[src/sv/rdx_pkg.sv]
// Shared constants, types and arithmetic helpers of the radix digit converter.
package rdx_pkg;

  localparam int VALUE_W         = 64;
  localparam int RADIX_W         = 5;
  localparam int CHAR_W          = 7;
  localparam int DIGIT_W         = 4;
  localparam int MAX_DIGITS      = 64;
  localparam int DIG_AW          = (MAX_DIGITS > 1) ? $clog2(MAX_DIGITS) : 1;
  localparam int STEP_BITS       = 8;
  localparam int STEPS_PER_DIGIT = VALUE_W / STEP_BITS;
  localparam int STEP_CW         = $clog2(STEPS_PER_DIGIT);

  localparam logic [RADIX_W-1:0] RADIX_RESET = RADIX_W'(10);
  localparam logic [RADIX_W-1:0] RADIX_MIN   = RADIX_W'(2);
  localparam logic [RADIX_W-1:0] RADIX_MAX   = RADIX_W'(16);

  localparam logic [CHAR_W-1:0] CHAR_ZERO    = CHAR_W'(8'h30);
  localparam logic [CHAR_W-1:0] CHAR_ALPHA   = CHAR_W'(8'h57);

  typedef struct packed {
    logic [STEP_BITS-1:0] quo;
    logic [DIGIT_W-1:0]   rem;
  } div_step_t;

  // Long division of one group of bits by the base, one bit per inner step.
  function automatic div_step_t div_step(input logic [DIGIT_W-1:0]   rem_in,
                                         input logic [STEP_BITS-1:0] bits,
                                         input logic [RADIX_W-1:0]   base);
    div_step_t          res;
    logic [DIGIT_W:0]   r5;
    logic [DIGIT_W-1:0] r4;
    r4      = rem_in;
    res.quo = '0;
    for (int i = STEP_BITS - 1; i >= 0; i--) begin
      r5 = {r4, bits[i]};
      if (r5 >= base) begin
        r5         = r5 - base;
        res.quo[i] = 1'b1;
      end
      r4 = r5[DIGIT_W-1:0];
    end
    res.rem = r4;
    return res;
  endfunction

  function automatic logic [RADIX_W-1:0] clamp_radix(input logic [RADIX_W-1:0] r);
    logic [RADIX_W-1:0] b;
    b = r;
    if (b < RADIX_MIN) b = RADIX_MIN;
    if (b > RADIX_MAX) b = RADIX_MAX;
    return b;
  endfunction

  function automatic logic [CHAR_W-1:0] glyph(input logic [DIGIT_W-1:0] d);
    logic [CHAR_W-1:0] c;
    if (d < DIGIT_W'(10)) c = CHAR_ZERO + CHAR_W'(d);
    else                  c = CHAR_ALPHA + CHAR_W'(d);
    return c;
  endfunction

endpackage

[src/sv/binary_to_radix_digits.sv]
// Top level of the radix digit converter: divider sequencer, digit store and output stage.
//
// Input channel in_valid/in_ready/in_value takes one unsigned 64-bit value.
// Output channel out_valid/out_ready returns one ASCII character per digit,
// most significant first; out_last_digit marks the final character.
// cfg_we/cfg_wdata write the base; 0..1 act as 2, 17..31 act as 16.
// Write the base only while the block is idle.
// Digits come from one shared 8-bit long-division step, which walks the
// 64-bit value 8 bits at a time for each digit.
// Each digit is then shown through a store read and then the output
// register, and waits while the receiver holds out_ready low.
// in_ready is high only while idle; the next value can be taken in the cycle
// after the final digit transfers.
// A stalled receiver holds the current character in its register and
// pauses the block. Synchronous reset returns the block to idle with
// base 10; the digit store needs no clearing.
module binary_to_radix_digits (
  input  logic                           clk,
  input  logic                           rst_n,
  input  logic                           cfg_we,
  input  logic [rdx_pkg::RADIX_W-1:0]    cfg_wdata,
  input  logic                           in_valid,
  output logic                           in_ready,
  input  logic [rdx_pkg::VALUE_W-1:0]    in_value,
  output logic                           out_valid,
  input  logic                           out_ready,
  output logic [rdx_pkg::CHAR_W-1:0]     out_digit_char,
  output logic                           out_last_digit
);

  localparam logic [1:0] ST_IDLE = 2'd0;
  localparam logic [1:0] ST_CONV = 2'd1;
  localparam logic [1:0] ST_READ = 2'd2;
  localparam logic [1:0] ST_SHOW = 2'd3;

  logic [1:0]                          state_r, state_nxt;
  logic [rdx_pkg::RADIX_W-1:0]         radix_r, radix_nxt;
  logic [rdx_pkg::RADIX_W-1:0]         base;
  logic [rdx_pkg::VALUE_W-1:0]         work_r, work_nxt;
  logic [rdx_pkg::DIGIT_W-1:0]         rem_r, rem_nxt;
  logic [rdx_pkg::STEP_CW-1:0]         step_r, step_nxt;
  logic [rdx_pkg::DIG_AW-1:0]          cnt_r, cnt_nxt;
  logic [rdx_pkg::DIG_AW-1:0]          ptr_r, ptr_nxt;
  logic                                out_valid_r, out_valid_nxt;
  logic                                out_last_r, out_last_nxt;
  logic [rdx_pkg::DIGIT_W-1:0]         rd_data_r;
  logic [rdx_pkg::DIGIT_W-1:0]         digit_store [rdx_pkg::MAX_DIGITS];
  rdx_pkg::div_step_t                  step_res;
  logic [rdx_pkg::VALUE_W-1:0]         shifted;
  logic                                digit_done;
  logic                                store_we;
  logic                                in_xfer, out_xfer;

  assign base     = rdx_pkg::clamp_radix(radix_r);
  assign step_res = rdx_pkg::div_step(rem_r,
                      work_r[rdx_pkg::VALUE_W-1 -: rdx_pkg::STEP_BITS], base);
  assign shifted  = {work_r[rdx_pkg::VALUE_W-rdx_pkg::STEP_BITS-1:0], step_res.quo};
  assign digit_done = (step_r == rdx_pkg::STEP_CW'(rdx_pkg::STEPS_PER_DIGIT - 1));
  assign store_we = (state_r == ST_CONV) && digit_done;

  assign in_ready       = (state_r == ST_IDLE);
  assign in_xfer        = in_valid && in_ready;
  assign out_valid      = out_valid_r;
  assign out_xfer       = out_valid_r && out_ready;
  assign out_digit_char = rdx_pkg::glyph(rd_data_r);
  assign out_last_digit = out_last_r;

  always_comb begin
    state_nxt     = state_r;
    radix_nxt     = cfg_we ? cfg_wdata : radix_r;
    work_nxt      = work_r;
    rem_nxt       = rem_r;
    step_nxt      = step_r;
    cnt_nxt       = cnt_r;
    ptr_nxt       = ptr_r;
    out_valid_nxt = out_valid_r;
    out_last_nxt  = out_last_r;
    unique case (state_r)
      ST_IDLE: begin
        if (in_xfer) begin
          work_nxt  = in_value;
          rem_nxt   = '0;
          step_nxt  = '0;
          cnt_nxt   = '0;
          state_nxt = ST_CONV;
        end
      end
      ST_CONV: begin
        work_nxt = shifted;
        rem_nxt  = step_res.rem;
        step_nxt = step_r + 1'b1;
        if (digit_done) begin
          rem_nxt  = '0;
          step_nxt = '0;
          if (shifted == '0 ||
              cnt_r == rdx_pkg::DIG_AW'(rdx_pkg::MAX_DIGITS - 1)) begin
            ptr_nxt   = cnt_r;
            state_nxt = ST_READ;
          end else begin
            cnt_nxt = cnt_r + 1'b1;
          end
        end
      end
      ST_READ: begin
        out_valid_nxt = 1'b1;
        out_last_nxt  = (ptr_r == '0);
        state_nxt     = ST_SHOW;
      end
      ST_SHOW: begin
        if (out_xfer) begin
          out_valid_nxt = 1'b0;
          if (out_last_r) begin
            state_nxt = ST_IDLE;
          end else begin
            ptr_nxt   = ptr_r - 1'b1;
            state_nxt = ST_READ;
          end
        end
      end
      default: state_nxt = ST_IDLE;
    endcase
  end

  always_ff @(posedge clk) begin
    if (!rst_n) begin
      state_r     <= ST_IDLE;
      radix_r     <= rdx_pkg::RADIX_RESET;
      step_r      <= '0;
      cnt_r       <= '0;
      ptr_r       <= '0;
      out_valid_r <= 1'b0;
      out_last_r  <= 1'b0;
    end else begin
      state_r     <= state_nxt;
      radix_r     <= radix_nxt;
      step_r      <= step_nxt;
      cnt_r       <= cnt_nxt;
      ptr_r       <= ptr_nxt;
      out_valid_r <= out_valid_nxt;
      out_last_r  <= out_last_nxt;
    end
  end

  always_ff @(posedge clk) begin
    work_r <= work_nxt;
    rem_r  <= rem_nxt;
  end

  always_ff @(posedge clk) begin
    if (store_we) begin
      digit_store[cnt_r] <= step_res.rem;
    end
    if (state_r == ST_READ) begin
      rd_data_r <= digit_store[ptr_r];
    end
  end

`ifndef SYNTHESIS
  a_busy_after_input: assert property (@(posedge clk) disable iff (!rst_n)
    in_xfer |=> !in_ready)
    else $error("input taken while a conversion is in progress");

  a_no_input_while_output: assert property (@(posedge clk) disable iff (!rst_n)
    out_valid |-> !in_ready)
    else $error("ready for input while a digit is pending");

  a_rem_below_base: assert property (@(posedge clk) disable iff (!rst_n)
    (state_r == ST_CONV) |-> (rem_r < base))
    else $error("partial remainder not below the base");

  a_idle_after_last: assert property (@(posedge clk) disable iff (!rst_n)
    (out_xfer && out_last_digit) |=> in_ready)
    else $error("block not idle after the final digit transfer");
`endif

endmodule

[config.mk]
export PLATFORM = sky130hd
export DESIGN_NAME = binary_to_radix_digits
export DESIGN_NICKNAME = d
export VERILOG_FILES = /design/src/sv/rdx_pkg.sv /design/src/sv/binary_to_radix_digits.sv
export SDC_FILE = /design/constraint.sdc
export NUM_CORES = 1
export LEC_CHECK = 0
export ABC_CLOCK_PERIOD_IN_PS = 16600
export BUFFER_PORTS_ARGS = -buffer_cell sky130_fd_sc_hd__clkbuf_2
export CORE_ASPECT_RATIO = 1.75
export CORE_UTILIZATION = 64
export CTS_BUF_LIST = sky130_fd_sc_hd__clkbuf_8
export CTS_CLUSTER_DIAMETER = 30
export CTS_CLUSTER_SIZE = 40
export DETAILED_ROUTE_END_ITERATION = 10
export GPL_TIMING_DRIVEN = 0
export HOLD_SLACK_MARGIN = 0.06
export PLACE_DENSITY = 0.89
export SLEW_MARGIN = 20
export SYNTH_ARGS = -nofsm -noshare
export SYNTH_HDL_FRONTEND = slang
export SYNTH_SLANG_ARGS = --single-unit
[constraint.sdc]
create_clock -name clk -period 16.6 [get_ports clk]
set_input_delay 1.66 -clock clk [delete_from_list [all_inputs] [get_ports clk]]
set_output_delay 1.66 -clock clk [all_outputs]
set_load 0.05 [all_outputs]
==> impl_metrics.env <==
export IMPL_synth_cell_types=63
export IMPL_seq_area_um2=10300
export IMPL_fin_crit_sh=0.791
export IMPL_core_area_um2=25100
export IMPL_crit_fanout=36
export IMPL_status="complete, no violations"
export IMPL_antenna_found_initial=0
export IMPL_r2r_start="radix_r[4]"
export IMPL_die_area_um2=26200
export IMPL_dp_hpwl_um=27500
export IMPL_initial_utilization=0.649
export IMPL_grt_overflow_total=0
export IMPL_place_inst=1567
export IMPL_path_common_cell="ha_1"
export IMPL_rsz0062_at_grt="no"
export IMPL_grt_start_max_net_pins=66
export IMPL_cts_root_buf="clkbuf_8"
export IMPL_tritoncts="built"
export IMPL_reg2reg_to="digit_store[13][3]"
export IMPL_ys_warn_count=0
export IMPL_first_pass_iters=6
export IMPL_slew_headroom=0.306
export IMPL_synth_edf_count=328
export IMPL_grt_use_total=0.309
export IMPL_fin_crit_ps=13130
export IMPL_rows=77
export IMPL_start_kind="flop"
export IMPL_dr_first_iter_drc_count=1108
export IMPL_cp_required_ps=17000
export IMPL_syn_nets=1295
export IMPL_ioPinCount=84
export IMPL_hold_viol=0
export IMPL_finalNonFillerCells=1634
export IMPL_endpoint_kind="flop"
export IMPL_crit_path_top_delay_cell="o21ai_4"
export IMPL_synthCells=1167
export IMPL_synthTopCellsByArea="edfxtp_1 60%, mux4_2 10%, nand2_1 5.2%, ha_1 3.5%, dfxtp_1 2.9%"
export IMPL_slowest_delay_ps=770
export IMPL_drv_slew=0
export IMPL_path_class="reg2reg"
export IMPL_r2r_slack_ps=3470
export IMPL_finalSetupTns_ps=0
export IMPL_worst_endpoint_arrival_ps=13530
export IMPL_cts_path_max_buffers=3
export IMPL_die_y_um=213
export IMPL_final_util=0.719
export IMPL_syn_area_um2=16300
export IMPL_min_from="radix_r[0]"
export IMPL_place_congestion=0.911
export IMPL_final_setup_skew_ps=24.2
export IMPL_finalNetCount=1418
export IMPL_ff2ff_path_depth=50
export IMPL_post_cts_buffers=0
export IMPL_detail_route_antenna_nets=0
export IMPL_min_path_cells=2
export IMPL_numPortBuffers=80
export IMPL_fmax_mhz=76.2
export IMPL_finalSetupViolations=0
export IMPL_yosys_area_top_type="edfxtp_1"
export IMPL_worstMarginPinSlew_ps=1040
export IMPL_async_flop_share=0
export IMPL_htreeDepth=2
export IMPL_post_cts_resized=0
export IMPL_yosysMostFrequentCell="edfxtp_1"
export IMPL_cap_violations=0
export IMPL_grt_pass1_vias=10900
export IMPL_multiInputGateArea_um2=5640
export IMPL_ys_top_cells_by_count="328 x edfxtp_1, 224 x nand2_1, 98 x nor2_1, 75 x mux4_2, 46 x ha_1"
export IMPL_avgSynthCellArea_um2=14.0
export IMPL_path_clk_slew_ps=90
export IMPL_via_per_inst=6.46
export IMPL_grt_pass1_wl_um=58900
export IMPL_drc=0
export IMPL_ys_seq_elements=352
export IMPL_clk_latency_ps=580
export IMPL_avgRoutedWirePerCell_um=23.8
export IMPL_synth_top_cell_area_share=0.603
export IMPL_drt_wl_total_um=38900
export IMPL_cts_sinks=352
export IMPL_diodes=0
export IMPL_synthFlopType="edfxtp_1"
export IMPL_fp_dieW_um=123
export IMPL_vias=10600
export IMPL_drive_gt1_frac=0.208
export IMPL_syn2layout_area_growth_pct=10.8
export IMPL_synth_seq_area_share=0.633
export IMPL_fillers=1513
export IMPL_ctsHoldBuffers=0
export IMPL_hold_path_class="reg2reg"
export IMPL_numCtsBuffers=37
export IMPL_hold_path_end="radix_r[0]"
-- how the worst max path moves through the flow --
| stage | startpoint | endpoint | cells after the start |
|---|---|---|---|
| 3_5_place_dp | radix_r[4] | rem_r[1] | 49 |
| 4_1_cts | radix_r[4] | digit_store[5][1] | 48 |
| 6_report | radix_r[4] | digit_store[13][3] | 50 |
| 2_1_floorplan | radix_r[2] | digit_store[0][3] | 47 |
| 3_3_place_gp | radix_r[2] | digit_store[62][3] | 47 |
| 5_1_grt | radix_r[4] | digit_store[12][3] | 50 |
-- state kept, by name (all words and copies together), names as in the netlist, 2 cells and up --
name	count
digit_store	256
work_r	64
cnt_r	6
ptr_r	6
radix_r	5
rd_data_r	4
rem_r	4
step_r	3
state_r	2
-- logic make-up (layout without fill, tap and decap cells) --
kind of cell	Yosys count	after routing	share of synthesized area
xor gates and xnor gates	17	17	0.00912
other	1	1	0.000230
and+or+nand+nor	406	406	0.106
buffers and inverters	94	245	0.0235
muxes	117	117	0.131
adders and majority gates	54	54	0.0451
AOI/OAI and AO/OA	126	126	0.0523
DFF	352	352	0.633
-- per-stage QoR --
step,worst slack (ps),area [um^2],hold WS [ps]
floorplan,2850,16300,460
global placement,-886,17100,476
detailed placement,3380,17300,488
CTS,3340,18100,507
global route,2880,18100,534
finish,3470,18100,500
-- cell type report --
cell class	instances	area share
multi-input cells	721	0.312
well taps	316	0.0219
clock inverters	28	0.0156
flip-flops and latches	352	0.571
plain buffers	59	0.0140
repair buffers	84	0.0282
clock buffers	39	0.0297
inverters	35	0.00740
-- critical path: cells and delay by family, from the launching register on --
kind	cells	cell delay (ps)
AND/OR/NAND/NOR	5	620
AO/OA/AOI/OAI	28	7060
multiplexers	3	1080
flip-flops	1	320
buffers and inverters	6	1210
adder cells (fa/ha/maj)	8	2590
-- placed cells by master (no fill, tap or decap), types with 5 or more instances in the layout --
cell type,synthesis,layout
mux2i_1,22,22
clkinv_8,0,5
nand3_1,13,13
nand4_1,6,6
xnor2_1,15,15
o21ai_2,4,5
a21o_1,15,15
clkbuf_2,0,80
mux4_2,75,75
clkbuf_1,35,35
or3_1,5,5
nor2_1,98,98
nand2_1,224,224
nand2b_1,10,10
fa_1,8,8
a21oi_1,39,38
buf_2,13,13
ha_1,46,46
o21ai_0,16,14
buf_1,7,7
dfxtp_1,24,24
nor2b_1,5,5
and2_1,6,6
a22oi_1,5,5
inv_6,0,5
clkbuf_8,0,39
inv_1,35,36
nor4_1,16,16
edfxtp_1,328,328
nor3_1,7,7
mux2_2,18,16
-- routing by layer --
layer	GRT usage	wire length (um)	vias to the layer above
li1	-	-	4622
met1	0.345	12900	5094
met2	0.550	20600	666
met3	0.0510	2950	179
met4	0.179	2450	0
met5	0	0	-
Power is left out: the tool's default activity adds up to more than one toggle a clock period on the data nets, which glitch-free logic cannot reach.
